**src/rtl/lstp_pkg.sv**
```systemverilog
package lstp_pkg;

  localparam int RANGE_BITS_DEF = 16;
  localparam int ANGLE_BITS_DEF = 16;

  localparam int CFG_W     = 16;
  localparam int CFG_IDX_W = 3;
  localparam int OUT_W     = 18;

  localparam int CORDIC_STEPS = 16;
  localparam int ITER_W       = $clog2(CORDIC_STEPS);
  localparam int GAIN_W       = 16;
  localparam logic [GAIN_W-1:0] CORDIC_GAIN = 16'd39797;

  // atan(2^-i) in a 2^32-per-turn phase
  localparam logic [31:0] ATAN_TAB [CORDIC_STEPS] = '{
    32'd536870912, 32'd316933406, 32'd167458907, 32'd85004756,
    32'd42667331,  32'd21354465,  32'd10679838,  32'd5340245,
    32'd2670163,   32'd1335087,   32'd667544,    32'd333772,
    32'd166886,    32'd83443,     32'd41722,     32'd20861
  };

  typedef enum logic [CFG_IDX_W-1:0] {
    REG_START_ANGLE = 3'd0,
    REG_ANGLE_STEP  = 3'd1,
    REG_MOUNT_X     = 3'd2,
    REG_MOUNT_Y     = 3'd3,
    REG_MIRROR_X    = 3'd4,
    REG_MASK_RADIUS = 3'd5,
    REG_MASK_CX     = 3'd6,
    REG_MASK_CY     = 3'd7
  } reg_idx_t;

  typedef struct packed {
    logic        [15:0] start_angle;
    logic signed [15:0] angle_step;
    logic signed [15:0] mount_x;
    logic signed [15:0] mount_y;
    logic               mirror_x;
    logic        [15:0] mask_radius;
    logic signed [15:0] mask_cx;
    logic signed [15:0] mask_cy;
  } cfg_t;

endpackage

```
**src/rtl/lstp_ifs.sv**
```systemverilog
interface lstp_in_if #(
  parameter int RANGE_BITS = lstp_pkg::RANGE_BITS_DEF
);
  logic                  valid;
  logic                  ready;
  logic [RANGE_BITS-1:0] range_mm;
  logic                  range_ok;
  logic                  scan_first;

  modport source (output valid, range_mm, range_ok, scan_first, input ready);
  modport sink   (input valid, range_mm, range_ok, scan_first, output ready);
endinterface

interface lstp_out_if;
  logic                               valid;
  logic                               ready;
  logic signed [lstp_pkg::OUT_W-1:0] point_x;
  logic signed [lstp_pkg::OUT_W-1:0] point_y;

  modport source (output valid, point_x, point_y, input ready);
  modport sink   (input valid, point_x, point_y, output ready);
endinterface

```
**src/rtl/lidar_scan_to_points_mask.sv**
```systemverilog
// The back end takes one queued sample at a time through the multiply, the
// 16-step iterative CORDIC and the offset, square and compare steps, and it
// waits in the compare step while a kept point is stalled at the output;
// skipped samples only advance the angle in the front end, which keeps accepting
// while the back end works, up to a two-entry request queue.
// Reset (rst, synchronous): clears registers, beam angle, queue and output.
module lidar_scan_to_points_mask #(
  parameter int RANGE_BITS = lstp_pkg::RANGE_BITS_DEF,
  parameter int ANGLE_BITS = lstp_pkg::ANGLE_BITS_DEF
) (
  input  logic                          clk,
  input  logic                          rst,
  input  logic                          write_en,
  input  logic [lstp_pkg::CFG_IDX_W-1:0] write_index,
  input  logic [lstp_pkg::CFG_W-1:0]    write_data,
  lstp_in_if.sink                       samples,
  lstp_out_if.source                    points
);

  localparam int QW = RANGE_BITS + ANGLE_BITS;

  lstp_pkg::cfg_t cfg;
  logic           q_push;
  logic [QW-1:0]  q_wdata;
  logic           q_full;
  logic           q_pop;
  logic           q_valid;
  logic [QW-1:0]  q_rdata;

  always_ff @(posedge clk) begin
    if (rst) begin
      cfg <= '0;
    end else if (write_en) begin
      unique case (lstp_pkg::reg_idx_t'(write_index))
        lstp_pkg::REG_START_ANGLE: cfg.start_angle <= write_data;
        lstp_pkg::REG_ANGLE_STEP:  cfg.angle_step  <= signed'(write_data);
        lstp_pkg::REG_MOUNT_X:     cfg.mount_x     <= signed'(write_data);
        lstp_pkg::REG_MOUNT_Y:     cfg.mount_y     <= signed'(write_data);
        lstp_pkg::REG_MIRROR_X:    cfg.mirror_x    <= write_data[0];
        lstp_pkg::REG_MASK_RADIUS: cfg.mask_radius <= write_data;
        lstp_pkg::REG_MASK_CX:     cfg.mask_cx     <= signed'(write_data);
        lstp_pkg::REG_MASK_CY:     cfg.mask_cy     <= signed'(write_data);
        default: cfg <= cfg;
      endcase
    end
  end

  lstp_front #(
    .RANGE_BITS (RANGE_BITS),
    .ANGLE_BITS (ANGLE_BITS)
  ) u_front (
    .clk     (clk),
    .rst     (rst),
    .samples (samples),
    .cfg     (cfg),
    .q_full  (q_full),
    .q_push  (q_push),
    .q_data  (q_wdata)
  );

  lstp_queue #(
    .W (QW)
  ) u_queue (
    .clk       (clk),
    .rst       (rst),
    .push      (q_push),
    .push_data (q_wdata),
    .full      (q_full),
    .pop       (q_pop),
    .valid     (q_valid),
    .pop_data  (q_rdata)
  );

  lstp_back #(
    .RANGE_BITS (RANGE_BITS),
    .ANGLE_BITS (ANGLE_BITS)
  ) u_back (
    .clk     (clk),
    .rst     (rst),
    .cfg     (cfg),
    .q_valid (q_valid),
    .q_data  (q_rdata),
    .q_pop   (q_pop),
    .points  (points)
  );

endmodule

```
**src/rtl/lstp_queue.sv**
```systemverilog
module lstp_queue #(
  parameter int W = 32
) (
  input  logic         clk,
  input  logic         rst,
  input  logic         push,
  input  logic [W-1:0] push_data,
  output logic         full,
  input  logic         pop,
  output logic         valid,
  output logic [W-1:0] pop_data
);

  logic [W-1:0] mem [2];
  logic         wr_ptr;
  logic         rd_ptr;
  logic [1:0]   count;

  assign full     = (count == 2'd2);
  assign valid    = (count != 2'd0);
  assign pop_data = mem[rd_ptr];

  always_ff @(posedge clk) begin
    if (push) begin
      mem[wr_ptr] <= push_data;
    end
  end

  always_ff @(posedge clk) begin
    if (rst) begin
      wr_ptr <= 1'b0;
      rd_ptr <= 1'b0;
      count  <= 2'd0;
    end else begin
      if (push) wr_ptr <= ~wr_ptr;
      if (pop)  rd_ptr <= ~rd_ptr;
      case ({push, pop})
        2'b10:   count <= count + 2'd1;
        2'b01:   count <= count - 2'd1;
        default: count <= count;
      endcase
    end
  end

endmodule

```
**src/rtl/lstp_front.sv**
```systemverilog
module lstp_front #(
  parameter int RANGE_BITS = lstp_pkg::RANGE_BITS_DEF,
  parameter int ANGLE_BITS = lstp_pkg::ANGLE_BITS_DEF
) (
  input  logic                             clk,
  input  logic                             rst,
  lstp_in_if.sink                          samples,
  input  lstp_pkg::cfg_t                   cfg,
  input  logic                             q_full,
  output logic                             q_push,
  output logic [RANGE_BITS+ANGLE_BITS-1:0] q_data
);

  logic [ANGLE_BITS-1:0]    beam_angle;
  logic [ANGLE_BITS+15:0]   start_wide;
  logic [ANGLE_BITS+15:0]   step_wide;
  logic [ANGLE_BITS-1:0]    start_a;
  logic [ANGLE_BITS-1:0]    step_a;
  logic [ANGLE_BITS-1:0]    ang_sel;
  logic                     accept;

  // start angle is taken modulo the turn, the step is sign-extended
  assign start_wide = {{ANGLE_BITS{1'b0}}, cfg.start_angle};
  assign step_wide  = {{ANGLE_BITS{cfg.angle_step[15]}}, cfg.angle_step};
  assign start_a    = start_wide[ANGLE_BITS-1:0];
  assign step_a     = step_wide[ANGLE_BITS-1:0];

  assign samples.ready = ~q_full;
  assign accept        = samples.valid & ~q_full;
  assign ang_sel       = samples.scan_first ? start_a : beam_angle;

  // skipped samples only advance the angle
  assign q_push = accept & samples.range_ok;
  assign q_data = {samples.range_mm, ang_sel};

  always_ff @(posedge clk) begin
    if (rst) begin
      beam_angle <= '0;
    end else if (accept) begin
      beam_angle <= ang_sel + step_a;
    end
  end

endmodule

```
**src/rtl/lstp_back.sv**
```systemverilog
module lstp_back #(
  parameter int RANGE_BITS = lstp_pkg::RANGE_BITS_DEF,
  parameter int ANGLE_BITS = lstp_pkg::ANGLE_BITS_DEF
) (
  input  logic                             clk,
  input  logic                             rst,
  input  lstp_pkg::cfg_t                   cfg,
  input  logic                             q_valid,
  input  logic [RANGE_BITS+ANGLE_BITS-1:0] q_data,
  output logic                             q_pop,
  lstp_out_if.source                       points
);

  localparam int XW  = RANGE_BITS + 19;                      // CORDIC datapath
  localparam int RW  = XW - 16;                              // after rounding
  localparam int PW  = ((RANGE_BITS > 16) ? RANGE_BITS : 16) + 3;
  localparam int DW  = PW + 1;                               // distance to centre
  localparam int QW  = 2 * DW;                               // squared distance
  localparam int SW  = (QW + 1 > 33) ? QW + 1 : 33;
  localparam int ZW  = 34;
  localparam int OW  = lstp_pkg::OUT_W;
  localparam int EW  = (PW > OW) ? PW : OW;
  localparam int IW  = lstp_pkg::ITER_W;
  localparam int MW  = RANGE_BITS + 16;                      // range times gain

  localparam logic signed [ZW-1:0] QUARTER = 34'sd1073741824;
  localparam logic signed [ZW-1:0] HALF    = 34'sd2147483648;
  localparam logic signed [XW-1:0] RND     = XW'(32768);
  localparam logic signed [EW-1:0] OMAX    = EW'((1 << (OW - 1)) - 1);
  localparam logic signed [EW-1:0] OMIN    = -EW'(1 << (OW - 1));

  typedef enum logic [2:0] {S_IDLE, S_MUL, S_ITER, S_OFFS, S_SQR, S_TEST} state_t;

  state_t                    state;
  logic [RANGE_BITS-1:0]     r_reg;
  logic [ANGLE_BITS-1:0]     ang_reg;
  logic signed [XW-1:0]      x;
  logic signed [XW-1:0]      y;
  logic signed [ZW-1:0]      z;
  logic                      flip;
  logic [IW-1:0]             iter;
  logic signed [PW-1:0]      px;
  logic signed [PW-1:0]      py;
  logic [QW-1:0]             sqx;
  logic [QW-1:0]             sqy;
  logic [31:0]               rsq;
  logic                      out_valid;
  logic signed [OW-1:0]      out_x;
  logic signed [OW-1:0]      out_y;

  logic [31:0]               phase;
  logic signed [31:0]        z32;
  logic signed [ZW-1:0]      zs;
  logic signed [ZW-1:0]      z_fold;
  logic                      flip_c;
  logic [MW-1:0]             prod;
  logic signed [XW-1:0]      sx;
  logic signed [XW-1:0]      sy;
  logic signed [ZW-1:0]      atan;
  logic signed [XW-1:0]      xn;
  logic signed [XW-1:0]      yn;
  logic signed [XW-1:0]      xrf;
  logic signed [XW-1:0]      yrf;
  logic signed [RW-1:0]      xr;
  logic signed [RW-1:0]      yr;
  logic signed [PW-1:0]      px_off;
  logic signed [PW-1:0]      py_off;
  logic signed [DW-1:0]      ddx;
  logic signed [DW-1:0]      ddy;
  logic signed [QW-1:0]      sqx_c;
  logic signed [QW-1:0]      sqy_c;
  logic [SW-1:0]             dist_sq;
  logic                      keep;
  logic                      out_free;
  logic signed [EW-1:0]      pxe;
  logic signed [EW-1:0]      pye;
  logic signed [EW-1:0]      pxs;
  logic signed [EW-1:0]      pys;

  assign q_pop = (state == S_IDLE) & q_valid;

  // fold the phase into +-90 degrees; a fold negates both results
  assign phase = {ang_reg, {(32 - ANGLE_BITS){1'b0}}};
  assign z32   = signed'(phase);
  assign zs    = ZW'(z32);
  always_comb begin
    z_fold = zs;
    flip_c = 1'b0;
    if (zs > QUARTER) begin
      z_fold = zs - HALF;
      flip_c = 1'b1;
    end else if (zs < -QUARTER) begin
      z_fold = zs + HALF;
      flip_c = 1'b1;
    end
  end
  assign prod = MW'(r_reg) * MW'(lstp_pkg::CORDIC_GAIN);

  // one rotation step per cycle
  assign sx   = x >>> iter;
  assign sy   = y >>> iter;
  assign atan = ZW'(lstp_pkg::ATAN_TAB[iter]);

  // round half up, add mount offset, optional mirror
  assign xn     = flip ? -x : x;
  assign yn     = flip ? -y : y;
  assign xrf    = (xn + RND) >>> 16;
  assign yrf    = (yn + RND) >>> 16;
  assign xr     = RW'(xrf);
  assign yr     = RW'(yrf);
  assign px_off = PW'(xr) + PW'(cfg.mount_x);
  assign py_off = PW'(yr) + PW'(cfg.mount_y);

  assign ddx   = DW'(px) - DW'(cfg.mask_cx);
  assign ddy   = DW'(py) - DW'(cfg.mask_cy);
  assign sqx_c = QW'(ddx) * QW'(ddx);
  assign sqy_c = QW'(ddy) * QW'(ddy);

  assign dist_sq  = SW'(sqx) + SW'(sqy);
  assign keep     = ~(dist_sq < SW'(rsq));
  assign out_free = ~out_valid | points.ready;

  assign pxe = EW'(px);
  assign pye = EW'(py);
  assign pxs = (pxe > OMAX) ? OMAX : ((pxe < OMIN) ? OMIN : pxe);
  assign pys = (pye > OMAX) ? OMAX : ((pye < OMIN) ? OMIN : pye);

  assign points.valid   = out_valid;
  assign points.point_x = out_x;
  assign points.point_y = out_y;

  always_ff @(posedge clk) begin
    if (rst) begin
      state     <= S_IDLE;
      iter      <= '0;
      out_valid <= 1'b0;
    end else begin
      if ((state == S_TEST) && keep && out_free) begin
        out_valid <= 1'b1;
      end else if (points.ready) begin
        out_valid <= 1'b0;
      end
      unique case (state)
        S_IDLE: begin
          if (q_valid) begin
            r_reg   <= q_data[RANGE_BITS+ANGLE_BITS-1:ANGLE_BITS];
            ang_reg <= q_data[ANGLE_BITS-1:0];
            state   <= S_MUL;
          end
        end
        S_MUL: begin
          x     <= signed'(XW'(prod));
          y     <= '0;
          z     <= z_fold;
          flip  <= flip_c;
          iter  <= '0;
          state <= S_ITER;
        end
        S_ITER: begin
          if (z >= 0) begin
            x <= x - sy;
            y <= y + sx;
            z <= z - atan;
          end else begin
            x <= x + sy;
            y <= y - sx;
            z <= z + atan;
          end
          iter <= iter + IW'(1);
          if (iter == IW'(lstp_pkg::CORDIC_STEPS - 1)) state <= S_OFFS;
        end
        S_OFFS: begin
          px    <= cfg.mirror_x ? -px_off : px_off;
          py    <= py_off;
          state <= S_SQR;
        end
        S_SQR: begin
          sqx   <= unsigned'(sqx_c);
          sqy   <= unsigned'(sqy_c);
          rsq   <= 32'(cfg.mask_radius) * 32'(cfg.mask_radius);
          state <= S_TEST;
        end
        S_TEST: begin
          if (!keep) begin
            state <= S_IDLE;
          end else if (out_free) begin
            out_x     <= OW'(pxs);
            out_y     <= OW'(pys);
            state     <= S_IDLE;
          end
        end
        default: state <= S_IDLE;
      endcase
    end
  end

endmodule

```
**src/flat_wrapper.sv**
```systemverilog
// flat-port wrapper written by rule: the top's interface ports become plain ports
module lidar_scan_to_points_mask_flat 
#(
  parameter int RANGE_BITS = lstp_pkg::RANGE_BITS_DEF,
  parameter int ANGLE_BITS = lstp_pkg::ANGLE_BITS_DEF
)
  (clk, rst, write_en, write_index, write_data, samples_valid, samples_range_mm, samples_range_ok, samples_scan_first, samples_ready, points_valid, points_point_x, points_point_y, points_ready);
  lstp_in_if #(.RANGE_BITS(RANGE_BITS)) samples_i ();
  lstp_out_if points_i ();
  input  logic clk;
  input  logic rst;
  input  logic write_en;
  input  logic [lstp_pkg::CFG_IDX_W-1:0] write_index;
  input  logic [lstp_pkg::CFG_W-1:0] write_data;
  input wire logic [$bits(samples_i.valid)-1:0] samples_valid;
  input wire logic [$bits(samples_i.range_mm)-1:0] samples_range_mm;
  input wire logic [$bits(samples_i.range_ok)-1:0] samples_range_ok;
  input wire logic [$bits(samples_i.scan_first)-1:0] samples_scan_first;
  output wire logic [$bits(samples_i.ready)-1:0] samples_ready;
  output wire logic [$bits(points_i.valid)-1:0] points_valid;
  output wire logic [$bits(points_i.point_x)-1:0] points_point_x;
  output wire logic [$bits(points_i.point_y)-1:0] points_point_y;
  input wire logic [$bits(points_i.ready)-1:0] points_ready;
  assign samples_i.valid = samples_valid;
  assign samples_i.range_mm = samples_range_mm;
  assign samples_i.range_ok = samples_range_ok;
  assign samples_i.scan_first = samples_scan_first;
  assign samples_ready = samples_i.ready;
  assign points_valid = points_i.valid;
  assign points_point_x = points_i.point_x;
  assign points_point_y = points_i.point_y;
  assign points_i.ready = points_ready;
  lidar_scan_to_points_mask #(.RANGE_BITS(RANGE_BITS), .ANGLE_BITS(ANGLE_BITS)) u_core (.clk(clk), .rst(rst), .write_en(write_en), .write_index(write_index), .write_data(write_data), .samples(samples_i), .points(points_i));
endmodule
```
**config.mk**
```make
export PLATFORM = sky130hd
export DESIGN_NAME = lidar_scan_to_points_mask_flat
export DESIGN_NICKNAME = d
export VERILOG_FILES = /design/src/rtl/lstp_pkg.sv /design/src/rtl/lstp_ifs.sv /design/src/rtl/lidar_scan_to_points_mask.sv /design/src/rtl/lstp_queue.sv /design/src/rtl/lstp_front.sv /design/src/rtl/lstp_back.sv /design/src/flat_wrapper.sv
export SDC_FILE = /design/constraint.sdc
export NUM_CORES = 2
export LEC_CHECK = 0
export ABC_AREA = 1
export BUFFER_PORTS_ARGS = -buffer_cell sky130_fd_sc_hd__buf_2
export CORE_UTILIZATION = 54
export CTS_BUF_LIST = sky130_fd_sc_hd__clkbuf_4 sky130_fd_sc_hd__clkbuf_8
export DETAILED_ROUTE_END_ITERATION = 10
export PLACE_DENSITY = 0.67
export SETUP_SLACK_MARGIN = 0.15
export SYNTH_ARGS = -nofsm -noshare
export SYNTH_HDL_FRONTEND = slang
export SYNTH_SLANG_ARGS = --single-unit
```
**constraint.sdc**
```tcl
create_clock -name clk -period 14.5 [get_ports clk]
set_input_delay 2.9 -clock clk [delete_from_list [all_inputs] [get_ports clk]]
set_output_delay 2.9 -clock clk [all_outputs]
set_load 0.01 [all_outputs]
```
# Word level (Yosys, flattened, before mapping)
# Memories as Yosys holds them, arrays and structs flattened. A register that Yosys moved wholly into a read port is not among the register bits.
# Index checks and enable logic that the tools add are counted.
[totals] mem_count=2 ff_bits=432 latch_bits=0 mem_bits_rw=64 mem_bits_ro=512
[op_classes] muxes=28 div=0 n_bitwise=11 eq_ne=19 n_mul=4 order_cmp=9 n_reduce_logical=23 n_shift=2 n_addsub=22
[memory_table] memory="(no name shown)" words=16 width=32 rd=1 rd_ports_with_merged_regs=0 write_ports=0 line_no="lstp_back.sv:102" text="assign atan = ZW'(lstp_pkg::ATAN_TAB[iter]);"
[memory_table] memory="u_core.u_queue.mem" words=2 width=32 rd=1 rd_ports_with_merged_regs=1 write_ports=1 line_no="lstp_queue.sv:14" text="logic [W-1:0] mem [2];"
[ops] op="two-way mux 35 bit" n=4
[ops] op="one-hot mux 35 bit (2 select lines)" n=2
[ops] op="two-way mux 34 bit" n=3
[ops] op="multiplier 20 x 20 -> 40 bit" n=2
[ops] op="adder 35 x 17 -> 35 bit (second input constant)" n=2
[ops] op="adder 35 bit" n=2
[ops] op="negator 35 bit" n=2
[ops] op=">>> shifter 35 x 4 -> 35 bit" n=2
[ops] op="subtractor 35 bit" n=2
[ops] op="one-hot mux 34 bit (2 select lines)" n=1
[ops] op="two-way mux 32 bit" n=2
[ops] op="adder 40 x 40 -> 41 bit" n=1
[ops] op="< comparator 41 x 32 -> 1 bit" n=1
[ops] op="subtractor 19 x 16 -> 20 bit" n=2
[ops] op="adder 19 x 16 -> 19 bit" n=2
[ops] op="> comparator 19 x 18 -> 1 bit (second input constant)" n=2
[ops] op="< comparator 19 x 18 -> 1 bit (second input constant)" n=2
[ops] op="two-way mux 18 bit" n=2
[ops] op="adder 32 x 33 -> 34 bit (second input constant)" n=1
[ops] op="adder 34 x 33 -> 34 bit" n=1
[ops] op=">= comparator 34 x 1 -> 1 bit (second input constant)" n=1
[ops] op="subtractor 32 x 33 -> 34 bit (second input constant)" n=1
[ops] op="subtractor 34 x 33 -> 34 bit" n=1
[ops] op="> comparator 32 bit (second input constant)" n=1
[ops] op="34 further kinds" n=76

# Longest topological paths before layout
[logic_depth] ltp_word=7 ltp_mapped=43 mapped_depth_nobuf=41

# Hierarchy
# From an unflattened synthesis, not the netlist that was laid out.
[unflattened] hier_cells=10362 hier_area_um2=80945.1
[modules_own_cells] mod="lstp_back" n_inst=1 area_per_inst_um2=71888.9 seq_area_each_um2=9769.4 cells_per_inst=9271
[modules_own_cells] mod="lidar_scan_to_points_mask" n_inst=1 area_per_inst_um2=4490.6 seq_area_each_um2=2262.2 cells_per_inst=643
[modules_own_cells] mod="lstp_queue" n_inst=1 area_per_inst_um2=2691.3 seq_area_each_um2=2021.9 cells_per_inst=133
[modules_own_cells] mod="lstp_front" n_inst=1 area_per_inst_um2=1874.3 seq_area_each_um2=320.3 cells_per_inst=315

# Worst setup path before layout
# No wires, ideal clock.
[synth_path] path_type="input to register" start="input rst" end="register u_core.u_back.rsq[0] (enable)" t_arrival_ns=7.819 stages=3 path_buffers=2 path_slack_ns=6.103 cell_sequence="clkbuf_1 -> clkbuf_1 -> nor2_1"
[synth_via] elab_chain_len=2
[synth_lines] element="start: declaration" line_no="flat_wrapper.sv:11" text="input logic rst;"
[synth_lines] element="NOT 1 bit (no line)"
[synth_lines] element="AND reduction 2 bit (no line)"
[synth_lines] element="end signal: assignment" line_no="lstp_back.sv:180" text="rsq <= 32'(cfg.mask_radius) * 32'(cfg.mask_radius);"
[synth_lines] element="end: declaration" line_no="lstp_back.sv:46" text="logic [31:0] rsq;"
# Every way passes these cells.
# A chain may end at the register's enable or synchronous reset.

# Worst setup path in the final report
[layout_path] start="register u_core.u_back.py[0]" end="register u_core.u_back.sqy[39] (data pin)"
[layout_via] elab_chain_len=2
[layout_lines] element="start: declaration" line_no="lstp_back.sv:43" text="logic signed [PW-1:0] py;"
[layout_lines] element="start signal: assignment" line_no="lstp_back.sv:174" text="py <= py_off;"
[layout_lines] element="subtractor 19 x 16 -> 20 bit" line_no="lstp_back.sv:115" text="assign ddy = DW'(py) - DW'(cfg.mask_cy);"
[layout_lines] element="multiplier 20 x 20 -> 40 bit" line_no="lstp_back.sv:117" text="assign sqy_c = QW'(ddy) * QW'(ddy);"
[layout_lines] element="named net u_core.u_back.sqy_c[39]" line_no="lstp_back.sv:71" text="logic signed [QW-1:0] sqy_c;"
[layout_lines] element="end signal: assignment" line_no="lstp_back.sv:179" text="sqy <= unsigned'(sqy_c);"
[layout_lines] element="end: declaration" line_no="lstp_back.sv:45" text="logic [QW-1:0] sqy;"
# The timed path passes the listed nets, and every way through them passes these cells.

==> run_results.csv <==
group,metric,value,unit
detailed_routing,first_pass_iters,9,
sta,fmax,103,MHz
setup_path,cp_slowest_cell,"xor2_1",
setup_path,worst_ep_arrival_time,10170,ps
logic_synthesis,syn_avg_cell_area,7.94,um2
sta,worstMarginPinSlew,1210,ps
detailed_routing,vias,65500,
logic_synthesis,ys.flop_type,"edfxtp_1",
logic_synthesis,synth_edf_count,384,
placement,hpwl,186000,um
placement,portBuffers,79,
global_routing,antenna_found_initial,4,
logic_synthesis,yosysTopAreaCellShare,0.266,
cells_and_area,fillers,13400,
worst_hold_path,min_path_type,"reg -> reg",
floorplan,core,144000,um2
logic_synthesis,synth_cells,9876,
global_routing,grt_pass1_vias,65800,
sta,hold_violations,0,
cells_and_area,most-common-layout-cells,"2027 x inv_1, 1817 x nand2_1, 1040 x fa_1",
floorplan,start_util,0.545,
sta,period_minus_slack,9670,ps
logic_synthesis,synthAdderAreaFrac,0.378,
cts,ctsHoldBuffers,0,
logic_synthesis,async_flop_share,0,
job,cap_violations,0,
setup_path,slowest_delay,930,ps
detailed_routing,vias_per_cell,5.52,
logic_synthesis,muxShareOfSynthArea,0.00112,
setup_path,path_buf_inv,7,
logic_synthesis,yosys_warnings,0,
detailed_routing,post_drt_wl_per_cell,19.2,um
setup_path,critPathMaxFanout,13,
cts,cts_tree,"yes",
detailed_routing,drtAntennaViolNets,0,
cells_and_area,final_common_cell,"inv_1",
cts,clk_latency,890,ps
cts,cts_resized,0,
logic_synthesis,synthSimpleGateAreaFrac,0.180,
cts,h-tree-depth,3,
cts,cts_buffer_depth,3,
cts,cts_sinks,525,
logic_synthesis,synth_compound_area_frac,0.102,
logic_synthesis,synth_top_area_cell,"fa_1",
setup_path,crit_type,"reg -> reg",
cells_and_area,largest_reg_flops,113,
detailed_routing,route.detailed.drc,10,
placement,finalWeightedCongestion,0.978,
cells_and_area,top_regs,"u_core.cfg x113, u_core.u_queue.mem x64",
run_status,violations,"DRC",
cts,cts-root-buf,"clkbuf_8",
cells_and_area,drive_above_1_share,0.0416,
logic_synthesis,ys_types,62,
logic_synthesis,synth_area_leaders,"fa_1 27%, edfxtp_1 15%, ha_1 11%",
setup_path,crit_path_end_kind,"register",
logic_synthesis,yosys.area_share.xor_xnor,0.0439,
global_routing,grt_max_degree,106,
sta,setup_viol_count_final,0,
floorplan,die_y,383,um
sta,slew_viol_final,0,
logic_synthesis,synth_seq_cells,525,
cts,postCtsSetupBuffers,0,
logic_synthesis,synth_top_family_by_area,"adder cells",
global_routing,overflow,0,
logic_synthesis,yosysSeqAreaShare,0.183,
global_routing,grt_pass1_wl,358000,um
logic_synthesis,synthesis.area,78400,um2
setup_path,cp.required,15000,ps
floorplan,fp.dieArea,147000,um2
detailed_routing,first_iter_violations,5332,
setup_path,worstSetupStartpointType,"register",
cells_and_area,areaGrowthSynthToFinish,5.67,%
sta,max_slew_margin,0.192,
sta,finalSetupTns,0,ps
sta,rsz0062_at_grt,"no",
floorplan,ioPinCount,80,
cells_and_area,nets,11700,
cells_and_area,largest-register,"u_core.cfg",
sta,timing.final.crit_share,0.667,
cts,clkTransAtPathRegs,70,ps
detailed_routing,routed_wl,227000,um
cts,numCtsBuffers,97,
run_status,outcome,"complete, but fails checks",
setup_path,critical_path.top_delay_family,"adder cells",
sta,skew,147,ps
floorplan,die_x,383,um
global_routing,grt_usage,0.312,
floorplan,row_count,139,
[cells in the mapped netlist, types with 17 or more instances]
cell type	count
edfxtp_1	384
nor3_1	57
o211ai_1	24
nor4_1	25
clkbuf_1	160
fa_1	1040
nand4_1	77
o21ai_1	68
o21bai_1	29
nand3b_1	25
inv_1	2030
xor2_1	255
buf_2	41
a31oi_1	50
o31ai_1	20
buf_1	23
ha_1	704
xnor2_1	138
o21a_1	38
nand3_1	436
a21o_1	40
dfxtp_1	141
a21oi_1	603
nor2_1	936
or2_2	34
nand2_1	1818
clkinv_1	17
o21ai_0	519
[worst register-to-register path, delay by kind of cell, from the launching register on]
kind	cells	cell delay, ps
xor gates and xnor gates	2	990
DFF	1	380
adders and majority gates	10	4280
buffers and inverters	7	1080
and+or+nand+nor	8	1470
AOI/OAI and AO/OA	6	1160
[path summary, 6_finish.rpt]
| check | to | startpoint | cells after the start | slack, ps |
|---|---|---|---|---|
| worst min register to register | u_core.cfg[8]$_SDFFE_PP0P_ | u_core.cfg[8]$_SDFFE_PP0P_ | 2 | 460 |
| worst max-delay path | u_core.u_back.sqy[39]$_DFFE_PP_ | u_core.u_back.py[0]$_DFFE_PP_ | 33 | 4830 |
| worst max register to register | u_core.u_back.sqy[39]$_DFFE_PP_ | u_core.u_back.py[0]$_DFFE_PP_ | 33 | 4830 |
| worst min-delay path | u_core.cfg[8]$_SDFFE_PP0P_ | u_core.cfg[8]$_SDFFE_PP0P_ | 2 | 460 |
[metrics by stage]
stage | cell area [um2] | util | hold WS, ps | std cells | worst slack [ps]
finish | 82800 | 0.576 | 458 | 11900 | 4830
global route | 82800 | 0.576 | 469 | 11900 | 4240
CTS | 82800 | 0.576 | 461 | 11900 | 4970
detailed placement | 80700 | 0.561 | 452 | 11700 | 5020
global placement | 80700 | 0.561 | 444 | 11700 | 5140
floorplan | 78400 | - | 406 | 9877 | 6100
[logic make-up (layout without fill, tap and decap cells)]
family          count (synthesis)  after routing
other cells                     1              5
flops                         525            525
xor+xnor                      393            393
buf+inv                      2297           2384
compound gates               1462           1462
simple gates                 3446           3446
mux                             8              8
fa+ha+maj                    1744           1744
[routing by layer]
layer	vias to the layer above	share of wire	global-route usage
met5	-	0	0
li1	31100	-	-
met2	2195	0.49	0.537
met4	0	0.032	0.0961
met3	393	0.062	0.0369
met1	31800	0.42	0.411
[final cells by class]
class	instances	area [um2]	share of cell area
inverters	2058	7720	0.0932
repair buffers	143	876	0.0106
well taps	1903	2380	0.0287
diodes	3	7.51	0.0000906
clock buffers	128	1590	0.0192
flip-flops and latches	525	14400	0.173
multi-input cells	7055	55400	0.668
clock inverters	55	548	0.00662
Power is not shown: default switching activity piles up to over one toggle a cycle in this logic, so the estimate is an artifact.
